### src/hdl/wsfd_pkg.sv
// Shared types and constants for the WebSocket frame deframer.
package wsfd_pkg;

  localparam logic [6:0] LenCode16 = 7'd126;
  localparam logic [6:0] LenCode64 = 7'd127;
  localparam logic [3:0] ExtBytes16 = 4'd2;
  localparam logic [3:0] ExtBytes64 = 4'd8;
  localparam logic [2:0] KeyBytes = 3'd4;
  localparam logic [7:0] OpcodeMask = 8'h0f;

  // One classified beat on its way from the parser to the output stage.
  typedef struct packed {
    logic [7:0] data;
    logic [7:0] key;
    logic [3:0] opcode;
    logic       masked;
    logic       last;
    logic       empty;
  } wsfd_entry_t;

  typedef struct packed {
    logic full;
    logic empty;
  } wsfd_qstat_t;

endpackage

### src/hdl/websocket_frame_deframer_core.sv
// WebSocket frame deframer: decodes a received RFC 6455 byte stream into payload beats.
// The block takes one received byte per cycle while in_stall_o is low and gives at
// most one beat per cycle. Header bytes (two, plus two or eight extended length bytes,
// plus four mask key bytes when masked) give no beat; each payload byte gives one
// unmasked beat, and a frame of zero length gives one beat flagged empty. A byte enters
// the parser, its beat is written into a QueueDepth-entry queue and from there loaded
// into the output register. in_stall_o rises only while the queue is full, which
// happens only when the output side stalls.
module websocket_frame_deframer_core
  import wsfd_pkg::*;
#(
  parameter int unsigned QueueDepth = 4
) (
  input  logic       clk_i,
  input  logic       rst_ni,
  input  logic       in_valid_i,
  output logic       in_stall_o,
  input  logic [7:0] rx_byte_i,
  output logic       out_valid_o,
  input  logic       out_stall_i,
  output logic [7:0] payload_byte_o,
  output logic [3:0] frame_opcode_o,
  output logic       was_masked_o,
  output logic       last_of_frame_o,
  output logic       empty_frame_o
);

  wsfd_entry_t push_entry, pop_entry;
  wsfd_qstat_t qstat;
  logic        accept, push, pop;

  assign in_stall_o = qstat.full;
  assign accept     = in_valid_i && !qstat.full;

  wsfd_parse u_parse (
    .clk_i    (clk_i),
    .rst_ni   (rst_ni),
    .accept_i (accept),
    .rx_byte_i(rx_byte_i),
    .push_o   (push),
    .entry_o  (push_entry)
  );

  wsfd_fifo #(
    .Depth(QueueDepth)
  ) u_fifo (
    .clk_i  (clk_i),
    .rst_ni (rst_ni),
    .push_i (push),
    .wdata_i(push_entry),
    .pop_i  (pop),
    .rdata_o(pop_entry),
    .stat_o (qstat)
  );

  wsfd_emit u_emit (
    .clk_i          (clk_i),
    .rst_ni         (rst_ni),
    .entry_i        (pop_entry),
    .stat_i         (qstat),
    .pop_o          (pop),
    .out_stall_i    (out_stall_i),
    .out_valid_o    (out_valid_o),
    .payload_byte_o (payload_byte_o),
    .frame_opcode_o (frame_opcode_o),
    .was_masked_o   (was_masked_o),
    .last_of_frame_o(last_of_frame_o),
    .empty_frame_o  (empty_frame_o)
  );

endmodule

### src/hdl/wsfd_parse.sv
// Header parser: accepts received bytes and classifies each payload beat.
module wsfd_parse
  import wsfd_pkg::*;
(
  input  logic        clk_i,
  input  logic        rst_ni,
  input  logic        accept_i,
  input  logic [7:0]  rx_byte_i,
  output logic        push_o,
  output wsfd_entry_t entry_o
);

  typedef enum logic [2:0] {
    PhHdr0,
    PhHdr1,
    PhExtLen,
    PhMask,
    PhData
  } phase_e;

  phase_e      phase_q, phase_d;
  logic [3:0]  opcode_q, opcode_d;
  logic        masked_q, masked_d;
  logic [3:0]  len_left_q, len_left_d;
  logic [31:0] key_q, key_d;
  logic [2:0]  key_left_q, key_left_d;
  logic [63:0] remain_q, remain_d;
  logic [1:0]  pos_q, pos_d;
  logic [7:0]  key_byte;

  always_comb begin
    case (pos_q)
      2'd0:    key_byte = key_q[31:24];
      2'd1:    key_byte = key_q[23:16];
      2'd2:    key_byte = key_q[15:8];
      default: key_byte = key_q[7:0];
    endcase
  end

  always_comb begin
    logic hdr_done;
    logic len_done;
    hdr_done   = 1'b0;
    len_done   = 1'b0;
    phase_d    = phase_q;
    opcode_d   = opcode_q;
    masked_d   = masked_q;
    len_left_d = len_left_q;
    key_d      = key_q;
    key_left_d = key_left_q;
    remain_d   = remain_q;
    pos_d      = pos_q;
    push_o     = 1'b0;
    entry_o    = '{data: 8'd0, key: 8'd0, opcode: opcode_q, masked: masked_q,
                   last: 1'b1, empty: 1'b1};
    if (accept_i) begin
      case (phase_q)
        PhHdr1: begin
          masked_d = rx_byte_i[7];
          if (rx_byte_i[6:0] == LenCode16) begin
            remain_d   = '0;
            len_left_d = ExtBytes16;
            phase_d    = PhExtLen;
          end else if (rx_byte_i[6:0] == LenCode64) begin
            remain_d   = '0;
            len_left_d = ExtBytes64;
            phase_d    = PhExtLen;
          end else begin
            remain_d = {57'd0, rx_byte_i[6:0]};
            len_done = 1'b1;
          end
        end
        PhExtLen: begin
          remain_d = {remain_q[55:0], rx_byte_i};
          if (len_left_q != 4'd0) begin
            len_left_d = len_left_q - 4'd1;
          end
          len_done = (len_left_d == 4'd0);
        end
        PhMask: begin
          key_d = {key_q[23:0], rx_byte_i};
          if (key_left_q != 3'd0) begin
            key_left_d = key_left_q - 3'd1;
          end
          hdr_done = (key_left_d == 3'd0);
        end
        PhData: begin
          pos_d = pos_q + 2'd1;
          if (remain_q != 64'd0) begin
            remain_d = remain_q - 64'd1;
          end
          push_o        = 1'b1;
          entry_o.data  = rx_byte_i;
          entry_o.key   = masked_q ? key_byte : 8'd0;
          entry_o.last  = (remain_d == 64'd0);
          entry_o.empty = 1'b0;
          if (remain_d == 64'd0) begin
            phase_d = PhHdr0;
          end
        end
        default: begin
          opcode_d = rx_byte_i[3:0] & OpcodeMask[3:0];
          phase_d  = PhHdr1;
        end
      endcase

      if (len_done) begin
        if (masked_d) begin
          key_d      = '0;
          key_left_d = KeyBytes;
          phase_d    = PhMask;
        end else begin
          hdr_done = 1'b1;
        end
      end

      if (hdr_done) begin
        if (remain_d == 64'd0) begin
          push_o         = 1'b1;
          entry_o.masked = masked_d;
          phase_d        = PhHdr0;
        end else begin
          pos_d   = 2'd0;
          phase_d = PhData;
        end
      end
    end
  end

  always_ff @(posedge clk_i or negedge rst_ni) begin
    if (!rst_ni) begin
      phase_q    <= PhHdr0;
      opcode_q   <= '0;
      masked_q   <= 1'b0;
      len_left_q <= '0;
      key_q      <= '0;
      key_left_q <= '0;
      remain_q   <= '0;
      pos_q      <= '0;
    end else begin
      phase_q    <= phase_d;
      opcode_q   <= opcode_d;
      masked_q   <= masked_d;
      len_left_q <= len_left_d;
      key_q      <= key_d;
      key_left_q <= key_left_d;
      remain_q   <= remain_d;
      pos_q      <= pos_d;
    end
  end

endmodule

### src/hdl/wsfd_fifo.sv
// Short queue of classified beats between the parser and the output stage.
module wsfd_fifo
  import wsfd_pkg::*;
#(
  parameter int unsigned Depth = 4
) (
  input  logic        clk_i,
  input  logic        rst_ni,
  input  logic        push_i,
  input  wsfd_entry_t wdata_i,
  input  logic        pop_i,
  output wsfd_entry_t rdata_o,
  output wsfd_qstat_t stat_o
);

  localparam int unsigned PtrW = (Depth > 1) ? $clog2(Depth) : 1;
  localparam int unsigned CntW = $clog2(Depth + 1);
  localparam logic [PtrW-1:0] LastIdx = PtrW'(Depth - 1);
  localparam logic [CntW-1:0] FullCnt = CntW'(Depth);

  wsfd_entry_t         mem_q [Depth];
  logic [PtrW-1:0]     wptr_q, rptr_q;
  logic [CntW-1:0]     cnt_q;
  logic                do_push, do_pop;

  assign stat_o.full  = (cnt_q == FullCnt);
  assign stat_o.empty = (cnt_q == '0);
  assign do_push      = push_i && !stat_o.full;
  assign do_pop       = pop_i && !stat_o.empty;
  assign rdata_o      = mem_q[rptr_q];

  always_ff @(posedge clk_i) begin
    if (do_push) begin
      mem_q[wptr_q] <= wdata_i;
    end
  end

  always_ff @(posedge clk_i or negedge rst_ni) begin
    if (!rst_ni) begin
      wptr_q <= '0;
      rptr_q <= '0;
      cnt_q  <= '0;
    end else begin
      if (do_push) begin
        wptr_q <= (wptr_q == LastIdx) ? '0 : wptr_q + 1'b1;
      end
      if (do_pop) begin
        rptr_q <= (rptr_q == LastIdx) ? '0 : rptr_q + 1'b1;
      end
      if (do_push && !do_pop) begin
        cnt_q <= cnt_q + 1'b1;
      end else if (do_pop && !do_push) begin
        cnt_q <= cnt_q - 1'b1;
      end
    end
  end

endmodule

### src/hdl/wsfd_emit.sv
// Output stage: unmasks queued beats and holds them in the output register.
module wsfd_emit
  import wsfd_pkg::*;
(
  input  logic        clk_i,
  input  logic        rst_ni,
  input  wsfd_entry_t entry_i,
  input  wsfd_qstat_t stat_i,
  output logic        pop_o,
  input  logic        out_stall_i,
  output logic        out_valid_o,
  output logic [7:0]  payload_byte_o,
  output logic [3:0]  frame_opcode_o,
  output logic        was_masked_o,
  output logic        last_of_frame_o,
  output logic        empty_frame_o
);

  logic       valid_q;
  logic [7:0] byte_q;
  logic [3:0] opcode_q;
  logic       masked_q, last_q, empty_q;

  assign pop_o = !stat_i.empty && (!valid_q || !out_stall_i);

  always_ff @(posedge clk_i or negedge rst_ni) begin
    if (!rst_ni) begin
      valid_q <= 1'b0;
    end else if (pop_o) begin
      valid_q <= 1'b1;
    end else if (!out_stall_i) begin
      valid_q <= 1'b0;
    end
  end

  always_ff @(posedge clk_i) begin
    if (pop_o) begin
      byte_q   <= entry_i.data ^ entry_i.key;
      opcode_q <= entry_i.opcode;
      masked_q <= entry_i.masked;
      last_q   <= entry_i.last;
      empty_q  <= entry_i.empty;
    end
  end

  assign out_valid_o     = valid_q;
  assign payload_byte_o  = byte_q;
  assign frame_opcode_o  = opcode_q;
  assign was_masked_o    = masked_q;
  assign last_of_frame_o = last_q;
  assign empty_frame_o   = empty_q;

endmodule

### config.mk
export PLATFORM = sky130hd
export DESIGN_NAME = websocket_frame_deframer_core
export DESIGN_NICKNAME = d
export VERILOG_FILES = /design/src/hdl/wsfd_pkg.sv /design/src/hdl/websocket_frame_deframer_core.sv /design/src/hdl/wsfd_parse.sv /design/src/hdl/wsfd_fifo.sv /design/src/hdl/wsfd_emit.sv
export SDC_FILE = /design/constraint.sdc
export NUM_CORES = 1
export LEC_CHECK = 0
export ABC_CLOCK_PERIOD_IN_PS = 12050
export BUFFER_PORTS_ARGS = -buffer_cell sky130_fd_sc_hd__buf_2
export CAP_MARGIN = 20
export CORE_ASPECT_RATIO = 0.75
export CORE_MARGIN = 3
export CORE_UTILIZATION = 45
export CTS_BUF_LIST = sky130_fd_sc_hd__clkbuf_16
export DETAILED_ROUTE_END_ITERATION = 8
export PLACE_DENSITY = 0.66
export SLEW_MARGIN = 20
export SYNTH_ARGS = -nofsm -noshare
export SYNTH_HDL_FRONTEND = slang
export SYNTH_HIERARCHICAL = 1
export SYNTH_SLANG_ARGS = --single-unit
### constraint.sdc
create_clock -name clk_i -period 12.05 [get_ports clk_i]
set_clock_uncertainty 0.1 [all_clocks]
set_input_delay 3.615 -clock clk_i [delete_from_list [all_inputs] [get_ports clk_i]]
set_output_delay 3.615 -clock clk_i [all_outputs]
set_load 0.05 [all_outputs]
# Yosys cells after proc, flatten, opt, wreduce, memory -nomap -nowiden
# Memories as Yosys holds them, arrays and structs flattened.
# Cells that the tools add are included.
# Widths: inputs -> output; s select.
# totals
reg_bits,136
out_inout_bits,17
inputBits,12
mem_bits_rw,92
wordCells,132
memories,1
# mem_list
name,words,word_bits,rd,rd_clocked_by_memory_dff,write_ports,line,source
u_fifo.mem_q,4,23,1,0,1,wsfd_fifo.sv:21,wsfd_entry_t mem_q [Depth];
# op_classes
addsub,8
n_bitwise,2
reduce_logical,28
n_mux,63
eq_ne,13
# op_table
op,n
$mux 64,5
$pmux 64 s3,1
$logic_not 64->1,2
$mux 32,3
$reduce_bool 64->1,1
$sub 64x1->64 const B,1
$mux 3,16
$mux 16,2
$pmux 8 s3,1
$mux 4,5
$mux 1,19
$eq 7x7->1 const B,2
$mux 2,6
$pmux 3 s3,1
$mux 8,1
$pmux 4 s2,1
$xor 8x8->8,1
$mux 7,1
$add 2x1->2 const B,3
$eq 2x2->1 const B,3
$eq 3x2->1 const B,2
$eq 3x3->1 const B,2
$logic_and 1x1->1,6
$logic_not 1->1,6
other kinds (20),23

# Logic depth before layout (Yosys ltp)
# Gate-level depths: netlist of run 1.
# logic_depth
ltp_word,16
mapped_depth,23

# Modules after synthesis
# The synthesis of run 1 kept the hierarchy.
# by_module_without_submodules
module,seq_area_each_um2,instances,cells_each,area_per_inst_um2
wsfd_parse,2827.7,1,1253,9808.2
wsfd_fifo,2937.8,1,158,3786.1
wsfd_emit,475.5,1,26,560.5
websocket_frame_deframer_core,0.0,1,1,13.8

# Worst setup path before layout of run 1
# Ideal clock, no wire load.
# synth_path
path_kind,in2reg
from,in rx_byte_i[3]
to,mem u_fifo/mem_q[3][0] (netlist name) (enable)
setup_time_ns,0.403
path_slack_ns,4.861
stages,12
t_required_ns,11.547
t_arrival_ns,6.687
path_buffers,0
path_cell_list,nand4_1 > or2_2 > and4_1 > nor3_1 > o21ai_0 > nor4_1 > and4_1 > nand4_1 > or3_4 > o21ai_0 > nand2_1 > nor2_1
# synth_between
elab_chain_cells,12
elab_cells_between_ends,19
cone_classes,2 x eq/ne; 15 x mux; 2 x reduce/logical
# synth_rtl
item,line,source
"start, declared",websocket_frame_deframer_core.sv:18,"input logic [7:0] rx_byte_i,"
$eq 7x7->1,wsfd_parse.sv:64,end else if (rx_byte_i[6:0] == LenCode64) begin
$mux 7 / $mux 1 (equally long branches),wsfd_parse.sv:64,
$mux 64 / $mux 1 (equally long branches),wsfd_parse.sv:60,if (rx_byte_i[6:0] == LenCode16) begin
$pmux 64 s3 / $pmux 1 s2 (equally long branches),wsfd_parse.sv:57,case (phase_q)
$mux 64 / $mux 1 (equally long branches),wsfd_parse.sv:56,if (accept_i) begin
$logic_not 64->1 / $mux 1 (equally long branches),"wsfd_parse.sv:118, wsfd_parse.sv:107",
"$mux 1, on equally long branches","wsfd_parse.sv:118, wsfd_parse.sv:56",
$mux 1 (*),wsfd_parse.sv:117,if (hdr_done) begin
$mux 1 (*),wsfd_parse.sv:56,
net push,websocket_frame_deframer_core.sv:30,"logic accept, push, pop;"
$logic_and 1x1->1 (*),wsfd_fifo.sv:28,assign do_push = push_i && !stat_o.full;
$mux 1 (*),wsfd_fifo.sv:33,if (do_push) begin
$mux 1 (implied by the code) (*),wsfd_fifo.sv:34,mem_q[wptr_q] <= wdata_i;
"end, declared",wsfd_fifo.sv:21,
# The timed path passes the listed nets; every way through them passes the cells marked *. The select of a mux whose other input is x is not followed.

# Worst setup path in the final report of run 1
# layout_path
from,in rx_byte_i[2]
to,reg u_fifo.cnt_q[2]
# layout_between
elab_chain_cells,13
elab_cells_between_ends,22
cone_classes,2 x eq/ne; 14 x mux; 6 x reduce/logical
# layout_rtl
item,line,source
$eq 7x7->1,wsfd_parse.sv:64,
$mux 7 / $mux 1 (equally long branches),wsfd_parse.sv:64,
$mux 64 / $mux 1 (equally long branches),wsfd_parse.sv:60,
$pmux 64 s3 / $pmux 1 s2 (equally long branches),wsfd_parse.sv:57,
$mux 64 / $mux 1 (equally long branches),wsfd_parse.sv:56,
$logic_not 64->1 / $mux 1 (equally long branches),"wsfd_parse.sv:118, wsfd_parse.sv:107",
"$mux 1, on equally long branches","wsfd_parse.sv:118, wsfd_parse.sv:56",
$mux 1 (*),wsfd_parse.sv:117,
$mux 1 (*),wsfd_parse.sv:56,
net push,websocket_frame_deframer_core.sv:30,
$logic_and 1x1->1 (*),wsfd_fifo.sv:28,
net u_fifo.do_push,wsfd_fifo.sv:24,"logic do_push, do_pop;"
$logic_not 1->1,wsfd_fifo.sv:52,end else if (do_pop && !do_push) begin
$logic_and 1x1->1,wsfd_fifo.sv:52,
$reduce_bool 2->1 (no source line),n/a,
"end signal, assigned",wsfd_fifo.sv:51,cnt_q <= cnt_q + 1'b1;
"end signal, assigned",wsfd_fifo.sv:53,cnt_q <= cnt_q - 1'b1;
"end, declared",wsfd_fifo.sv:23,logic [CntW-1:0] cnt_q;
# Marks and branches as above.
# A chain may end at the register's enable or synchronous reset.

==> impl_metrics.sql, run 1 <==
INSERT INTO impl_metrics (metric_group, metric, value, unit) VALUES
('status', 'run_status', 'completed', ''),
('place', 'post-dp-hpwl', '36700', 'um'),
('yosys', 'netlist_instances', '1438', ''),
('power_and_ir_drop', 'comb_power_share', '49.8', '%'),
('yosys', 'synth-edff-count', '107', ''),
('sta', 'worst_slew_pin_tran', '1230', 'ps'),
('yosys', 'synth_xor_area_share', '1.98', '%'),
('global_routing', 'groute.usage.overall', '30.4', '%'),
('finish', 'ant_diodes', '0', ''),
('floorplan', 'die_area', '0.0337', 'mm^2'),
('finish', 'n_fill_cell', '2779', ''),
('yosys', 'post_synth_fa_ha_maj_area_fraction', '1.68', '%'),
('power_and_ir_drop', 'switching_share', '48.9', '%'),
('critical_path', 'cp_data_required_time', '12410', 'ps'),
('yosys', 'synth_async_sr_flop_share', '53.1', '%'),
('floorplan', 'die-width', '211', 'um'),
('finish', 'stdcell_count', '1809', ''),
('floorplan', 'initial_core_util', '46.4', '%'),
('sta', 'min_tclk_post_route', '7550', 'ps'),
('yosys', 'syn_nets', '1466', ''),
('min_path', 'timing.hold.worst.start', 'u_parse/key_left_q[1]', ''),
('clocking', 'clock_tree.root_cell', 'clkbuf_16', ''),
('clocking', 'ctsHoldBuffers', '0', ''),
('route', 'dr_total_vias', '12800', ''),
('sta', 'max_freq', '132', 'MHz'),
('critical_path', 'worst-path-max-fanout', '6', ''),
('sta', 'slew_viol_final', '0', ''),
('clocking', 'clockBufferDepth', '3', ''),
('global_routing', 'grt_antenna_before_repair', '1', ''),
('yosys', 'post_synth_instance_area', '0.0142', 'mm^2'),
('route', 'antenna_violating_nets_post_route', '0', ''),
('power_and_ir_drop', 'power.sequential.fraction', '33.6', '%'),
('global_routing', 'grt_start_max_net_pins', '64', ''),
('place', 'io_buffer_count', '28', ''),
('critical_path', 'critPathKind', 'input pin to register', ''),
('floorplan', 'core.rowCount', '55', ''),
('clocking', 'cts.clk_slew.worst_paths', '60', 'ps'),
('clocking', 'cts_buffers', '24', ''),
('critical_path', 'worstSetupStartpoint', 'rx_byte_i[2]', ''),
('route', 'drc', '0', ''),
('flow_run', 'cap_viol_max_count', '0', ''),
('sta', 'rsz0062_at_grt', 'no', ''),
('yosys', 'ys.warnings.count', '6', ''),
('critical_path', 'worst_ep_arrival_time', '7910', 'ps'),
('yosys', 'syn_area_per_cell', '9.85', 'um^2'),
('finish', 'utilization', '50.2', '%'),
('yosys', 'synth_top_family_by_area', 'compound AO/OA/AOI/OAI gates', ''),
('yosys', 'synth_cell_types', '87', ''),
('critical_path', 'timing.critical_path.from_type', 'input pin', ''),
('floorplan', 'placeableCoreArea', '0.0306', 'mm^2'),
('yosys', 'yosys.area_share.simple', '18.9', '%'),
('finish', 'layout_cell_share_with_drive_strength_beyond_1', '15.5', '%'),
('sta', 'setup_viol', '0', ''),
('clocking', 'clock_sink_count', '228', ''),
('finish', 'seqCellArea', '0.00624', 'mm^2'),
('power_and_ir_drop', 'leakage_dissipation', '0.00573', 'uW'),
('power_and_ir_drop', 'pwr_density_cell', '291', 'mW/mm^2'),
('global_routing', 'grt.overflow.total', '0', ''),
('route', 'drt-wirelength-per-cell', '29.0', 'um'),
('power_and_ir_drop', 'share_of_total_power_in_the_clock_network', '16.6', '%'),
('global_routing', 'first_global_vias', '11700', ''),
('clocking', 'tritoncts', 'yes', ''),
('yosys', 'dominantRegCellSynth', 'dfrtp_1', ''),
('clocking', 'h-tree-depth', '1', ''),
('sta', 'setup_tns', '0', 'ps'),
('place', 'dp.cells', '1765', ''),
('floorplan', 'die_h', '160', 'um'),
('sta', 'number_of_hold_slack_violations_in_the_final_timing_report', '0', ''),
('yosys', 'synth.ff_latch_count', '228', ''),
('yosys', 'synth.yosys.seq_area_share', '44.0', '%'),
('min_path', 'hold_path.class', 'register to register', '');
==> area by class of cell <==
class                           instances  area share (%)
Timing Repair Buffer                   65            2.77
Sequential cell                       228            40.7
Clock inverter                         20            1.15
Tap cell                              399            3.26
Inverter                               35           0.857
Multi-Input combinational cell       1038            47.3
Clock buffer                           24            3.92
==> cells by family after synthesis <==
group | count (synthesis)
mux | 79
xor+xnor | 32
fa+ha+maj | 19
flops | 228
simple gates | 506
compound gates | 402
buf+inv | 172
==> per-stage QoR <==
stage	instance area [um^2]	power (uW)	worst slack, ps
floorplan	14200	2820	4860
global placement	14500	3590	3980
detailed placement	14500	3610	3860
CTS	15300	4360	4450
global route	15300	4650	4310
finish	15300	4460	4500
==> metal layers <==
metal / global-route usage, % / share of wire [%] / vias up / wire length, um
li1: - / - / 5470 / -
met1: 47.3 / 43 / 6267 / 22400
met2: 38.7 / 38 / 944 / 20100
met3: 11.8 / 16 / 145 / 8280
met4: 8.49 / 3.4 / 0 / 1790
met5: 0 / 0 / - / 0
==> path summary, 6_finish.rpt <==
path | slack [ps] | end | cells after the start
max | 4500 | u_fifo/cnt_q[2] | 18
min | 380 | u_parse/key_left_q[1] | 2
max reg2reg | 5010 | u_fifo/cnt_q[2] | 19
min reg2reg | 380 | u_parse/key_left_q[1] | 2
max in group asynchronous | 7550 | u_fifo/rptr_q[1] | 2
min in group asynchronous | 2940 | u_parse/remain_q[28] | 1
==> state kept, by name, summed over array words and instances, names as in the netlist, 4 cells and up <==
name,flops
u_emit/payload_byte_o,8
u_emit/frame_opcode_o,4
u_parse/opcode_q,4
u_parse/remain_q,64
u_parse/key_q,32
u_parse/len_left_q,4
u_fifo/mem_q,92
==> critical path, stage by stage <==
cell and delay, ps:
buf_2 150, nand4_1 120, or2_2 370, and4_1 220, nor3_1 170, o21ai_0 140
nor4_1 500, and4_1 270, nand4_1 160, or3_4 460, o21ai_0 360, nor2b_4 300
ha_1 210, inv_1 60, fa_1 370, xor2_1 150, nor2_1 110, xor2_1 160
==> power groups by stage <==
| stage | clock [uW] | combinational (uW) | sequential, uW |
|---|---|---|---|
| finish | 741 | 2220 | 1500 |
| global route | 785 | 2350 | 1520 |
| CTS | 755 | 2130 | 1470 |
| detailed placement | 0 | 2130 | 1480 |
| global placement | 0 | 2110 | 1480 |
| floorplan | 0 | 1580 | 1250 |
==> cells in the final DEF (no fill, tap or decap), types with 14 or more instances in the layout <==
cell type and instances:
xnor2_1 14, a2bb2oi_1 22, and3_1 21, buf_4 37
nor4_1 32, a21oi_1 82, dfrtp_1 118, mux2_2 40
a211oi_1 22, a22o_1 36, nand3_1 37, nor2_1 120
edfxtp_1 107, mux4_2 23, nor3_1 45, o21ai_0 60
or4_1 14, inv_1 38, nand2_1 106, clkbuf_16 24
o31ai_1 16, buf_2 27, ha_1 15, nand4_1 35
or3_1 16, o22ai_1 16, xor2_1 18
==> Yosys cell counts (all sizes together), types with 33 or more instances <==
| library cell | count | area, um^2 |
|---|---|---|
| nor2 | 125 | 469 |
| dfrtp | 121 | 3030 |
| edfxtp | 107 | 3210 |
| nand2 | 106 | 398 |
| clkbuf | 103 | 388 |
| a21oi | 83 | 415 |
| o21ai | 62 | 310 |
| nor3 | 46 | 235 |
| mux2 | 43 | 492 |
| nor4 | 40 | 318 |
| nand3 | 38 | 195 |
| a22o | 36 | 315 |
| nand4 | 35 | 219 |
| buf | 34 | 188 |
| inv | 33 | 124 |
(Power assumes the default switching activity.)
==> run 2, diff against run 1 <==
--- a/config.mk
+++ b/config.mk
@@ -5,7 +5,8 @@
 export SDC_FILE = /design/constraint.sdc
 export NUM_CORES = 1
 export LEC_CHECK = 0
-export ABC_CLOCK_PERIOD_IN_PS = 12050
+export ABC_AREA = 1
+export ABC_CLOCK_PERIOD_IN_PS = 6900
 export BUFFER_PORTS_ARGS = -buffer_cell sky130_fd_sc_hd__buf_2
 export CAP_MARGIN = 20
 export CORE_ASPECT_RATIO = 0.75
@@ -13,7 +14,7 @@
 export CORE_UTILIZATION = 45
 export CTS_BUF_LIST = sky130_fd_sc_hd__clkbuf_16
 export DETAILED_ROUTE_END_ITERATION = 8
-export PLACE_DENSITY = 0.66
+export PLACE_DENSITY = 0.69
 export SLEW_MARGIN = 20
 export SYNTH_ARGS = -nofsm -noshare
 export SYNTH_HDL_FRONTEND = slang
==> constraint.sdc (replaced) <==
create_clock -name clk_i -period 6.9 [get_ports clk_i]
set_clock_uncertainty 0.1 [all_clocks]
set_input_delay 2.07 -clock clk_i [delete_from_list [all_inputs] [get_ports clk_i]]
set_output_delay 2.07 -clock clk_i [all_outputs]
set_load 0.05 [all_outputs]
==> impl_metrics.sql, run 2 <==
INSERT INTO impl_metrics (metric_group, metric, value, unit) VALUES
('yosys', 'synth-edff-count', '107', ''),
('clocking', 'ctsHoldBuffers', '0', ''),
('critical_path', 'cp_slowest_cell', 'nand3_4', ''),
('sta', 'post-route-period-util', '74.8', '%'),
('critical_path', 'crit-reg2reg-launch', 'u_parse/remain_q[0]', ''),
('global_routing', 'grt_pass1_wl', '64700', 'um'),
('clocking', 'clock_tree.root_cell', 'clkbuf_16', ''),
('place', 'dpl_cell_area', '0.0144', 'mm^2'),
('route', 'routed_wire_length', '41800', 'um'),
('status', 'run_status', 'completed', ''),
('floorplan', 'die_h', '159', 'um'),
('critical_path', 'worst_ep_arrival_time', '5490', 'ps'),
('finish', 'final_cell_mix', 'nand2_1, inv_1, nor2_1, o21ai_0, dfrtp_1', ''),
('finish', 'layout_cell_share_with_drive_strength_beyond_1', '6.54', '%'),
('yosys', 'yosys.area_share.simple', '27.9', '%'),
('global_routing', 'first_global_vias', '11300', ''),
('yosys', 'yosysTopAreaCellShare', '23.0', '%'),
('yosys', 'post_synth_fa_ha_maj_area_fraction', '1.48', '%'),
('sta', 'min_tclk_post_route', '5160', 'ps'),
('sta', 'max_freq', '194', 'MHz'),
('yosys', 'synth_cell_types', '45', ''),
('clocking', 'post-cts-setup-buffer-count', '0', ''),
('finish', 'layout_commonest_cell', 'nand2_1', ''),
('yosys', 'synth_async_sr_flop_share', '53.1', '%'),
('finish', 'n_fill_cell', '2974', ''),
('clocking', 'tritoncts', 'yes', ''),
('route', 'drc', '0', ''),
('sta', 'final_worst_hold_slack', '411', 'ps'),
('sta', 'worst_slew_pin_tran', '1100', 'ps'),
('min_path', 'hold_path.class', 'register to register', ''),
('finish', 'synthToLayoutAreaGrowth', '8.52', '%'),
('yosys', 'syn_area_per_cell', '7.37', 'um^2'),
('critical_path', 'cp_data_required_time', '7230', 'ps'),
('floorplan', 'core.rowCount', '55', ''),
('finish', 'largest_reg_flops', '92', ''),
('route', 'antenna_violating_nets_post_route', '0', ''),
('yosys', 'synth.yosys.seq_area_share', '44.6', '%'),
('route', 'mean_number_of_vias_per_cell', '5.51', ''),
('route', 'dr_total_vias', '12700', ''),
('critical_path', 'ff2ff_path_depth', '25', ''),
('yosys', 'synth_xor_area_share', '1.94', '%'),
('place', 'io_buffer_count', '28', ''),
('critical_path', 'worst-path-max-fanout', '88', ''),
('min_path', 'worstHoldPathCells', '2', ''),
('finish', 'seqCellArea', '0.00624', 'mm^2'),
('finish', 'multiInputGateArea', '0.00634', 'mm^2'),
('place', 'place.gp.congestion', '1.00', ''),
('yosys', 'synth_compound_gate_area_share', '13.7', '%'),
('global_routing', 'grt.overflow.total', '0', ''),
('clocking', 'clockBufferDepth', '3', ''),
('finish', 'layout_top_registers', 'u_fifo/mem_q (92), u_parse/remain_q (64), u_parse/key_q (32)', ''),
('critical_path', 'cp_common_cell', 'nand2_1', ''),
('critical_path', 'timing.critical_path.from_type', 'register', ''),
('floorplan', 'placeableCoreArea', '0.0304', 'mm^2'),
('yosys', 'yosysMostFrequentCell', 'nand2_1', ''),
('finish', 'regMostFlops', 'u_fifo/mem_q', ''),
('critical_path', 'critPathKind', 'register to register', ''),
('route', 'count_of_tritonroute_iterations_in_the_first_routing_pass', '6', ''),
('sta', 'rsz0062_at_grt', 'no', ''),
('yosys', 'yosys-top-cells-area', 'edfxtp_1, dfrtp_1, nand2_1', ''),
('clocking', 'cts.clk_slew.worst_paths', '60', 'ps'),
('yosys', 'netlist_instances', '1899', ''),
('sta', 'setup_viol', '0', ''),
('finish', 'finished_cell_area', '0.0152', 'mm^2'),
('floorplan', 'die-width', '210', 'um'),
('yosys', 'synth_top_family_by_area', 'simple AND/OR/NAND/NOR gates', ''),
('global_routing', 'grt_start_max_net_pins', '98', ''),
('clocking', 'post_cts.resized_instances', '0', ''),
('global_routing', 'groute.usage.overall', '24.8', '%'),
('global_routing', 'grt_antenna_before_repair', '0', ''),
('finish', 'ant_diodes', '0', ''),
('sta', 'slew_viol_final', '0', ''),
('route', 'first_iter_violations', '1584', ''),
('yosys', 'syn_nets', '1927', ''),
('place', 'post-dp-hpwl', '29600', 'um'),
('yosys', 'synth.ff_latch_count', '228', ''),
('yosys', 'dominantRegCellSynth', 'dfrtp_1', ''),
('critical_path', 'worstSetupStartpoint', 'u_parse/remain_q[0]', ''),
('critical_path', 'critical_path.max_stage_delay', '760', 'ps'),
('sta', 'setup_tns', '0', 'ps'),
('yosys', 'muxShareOfSynthArea', '0.0805', '%'),
('floorplan', 'io-pin-count', '29', ''),
('clocking', 'cts_buffers', '25', ''),
('min_path', 'timing.hold.worst.start', 'u_fifo/cnt_q[2]', ''),
('finish', 'nNetsFinal', '1920', ''),
('flow_run', 'cap_viol_max_count', '0', ''),
('floorplan', 'die_area', '0.0333', 'mm^2'),
('clocking', 'clk-insertion-delay-late', '540', 'ps'),
('yosys', 'ys.warnings.count', '6', ''),
('clocking', 'h-tree-depth', '1', ''),
('floorplan', 'initial_core_util', '46.0', '%'),
('yosys', 'post_synth_instance_area', '0.0140', 'mm^2'),
('route', 'drt-wirelength-per-cell', '18.1', 'um'),
('sta', 'worst_slew_margin_rel', '26.5', '%'),
('sta', 'number_of_hold_slack_violations_in_the_final_timing_report', '0', ''),
('critical_path', 'critical_path.endpoint_type', 'register', ''),
('clocking', 'clock_sink_count', '228', ''),
('yosys', 'synth_top_area_cell', 'edfxtp_1', ''),
('yosys', 'synth_top_cells_by_count', 'nand2_1, inv_1, nor2_1', '');
[run 2: cell count changes in the layout (fill, tap and decap cells not counted), sizes merged, moves of 36 or more]
cell   delta
a21oi    -69
a22o     -36
inv     +250
mux2     -42
nand2   +461
nand3    +80
nor2    +125
nor3     -43
nor4     -40
o21ai    +74
o22ai    +73
[run 2: final timing paths]
path	to	slack (ps)
worst max-delay path	u_fifo/cnt_q[2]	1740
worst min-delay path	u_fifo/cnt_q[2]	410
worst max register to register	u_fifo/cnt_q[2]	1740
worst min register to register	u_fifo/cnt_q[2]	410
max in group asynchronous	u_parse/remain_q[3]	4090
min in group asynchronous	u_parse/opcode_q[3]	1380
[run 2: critical path, delay by kind of cell (launching register included)]
family | cells | cell delay, ps
AND/OR/NAND/NOR | 17 | 3000
adder cells (fa/ha/maj) | 3 | 920
buffers and inverters | 4 | 480
flip-flops | 1 | 400
AO/OA/AOI/OAI | 1 | 130
[run 2: metal layers]
metal | wire, um | GRT usage [%] | share of wire, %
met4 | 610 | 4.30 | 1.5
met5 | 0 | 0 | 0
met2 | 16600 | 34.4 | 40
met3 | 4930 | 7.11 | 12
met1 | 19700 | 38.5 | 47
[run 2: per-stage QoR]
| stage | instances | worst slack (ps) | util (%) |
|---|---|---|---|
| after detailed placement | 2264 | 1410 | 47.3 |
| after floorplan | 1899 | 1720 | - |
| after global routing | 2310 | 1330 | 49.9 |
| final | 2310 | 1740 | 49.9 |
| after global placement | 2264 | 1490 | 47.3 |
| after CTS | 2310 | 1860 | 49.9 |
[run 2: cell families (layout without fill, tap and decap cells)]
logic type / Yosys count / in the layout
and+or+nand+nor: 954 / 954
buffers and inverters: 357 / 369
AOI/OAI and AO/OA: 312 / 312
DFF: 228 / 228
xor gates and xnor gates: 31 / 31
adders and majority gates: 16 / 16
muxes: 1 / 1
[run 2: area by class of cell]
class                   instances  share of cell area [%]
clock buffers                  25                    4.12
repair buffers                 41                    1.58
flip-flops and latches        228                    41.1
clock inverters                21                    1.16
well taps                     399                    3.29
inverters                     282                    6.97
multi-input cells            1314                    41.7
Power of run 2 is left out: the tool's default activity adds up to more than one toggle a clock period on the data nets, which glitch-free logic cannot reach.
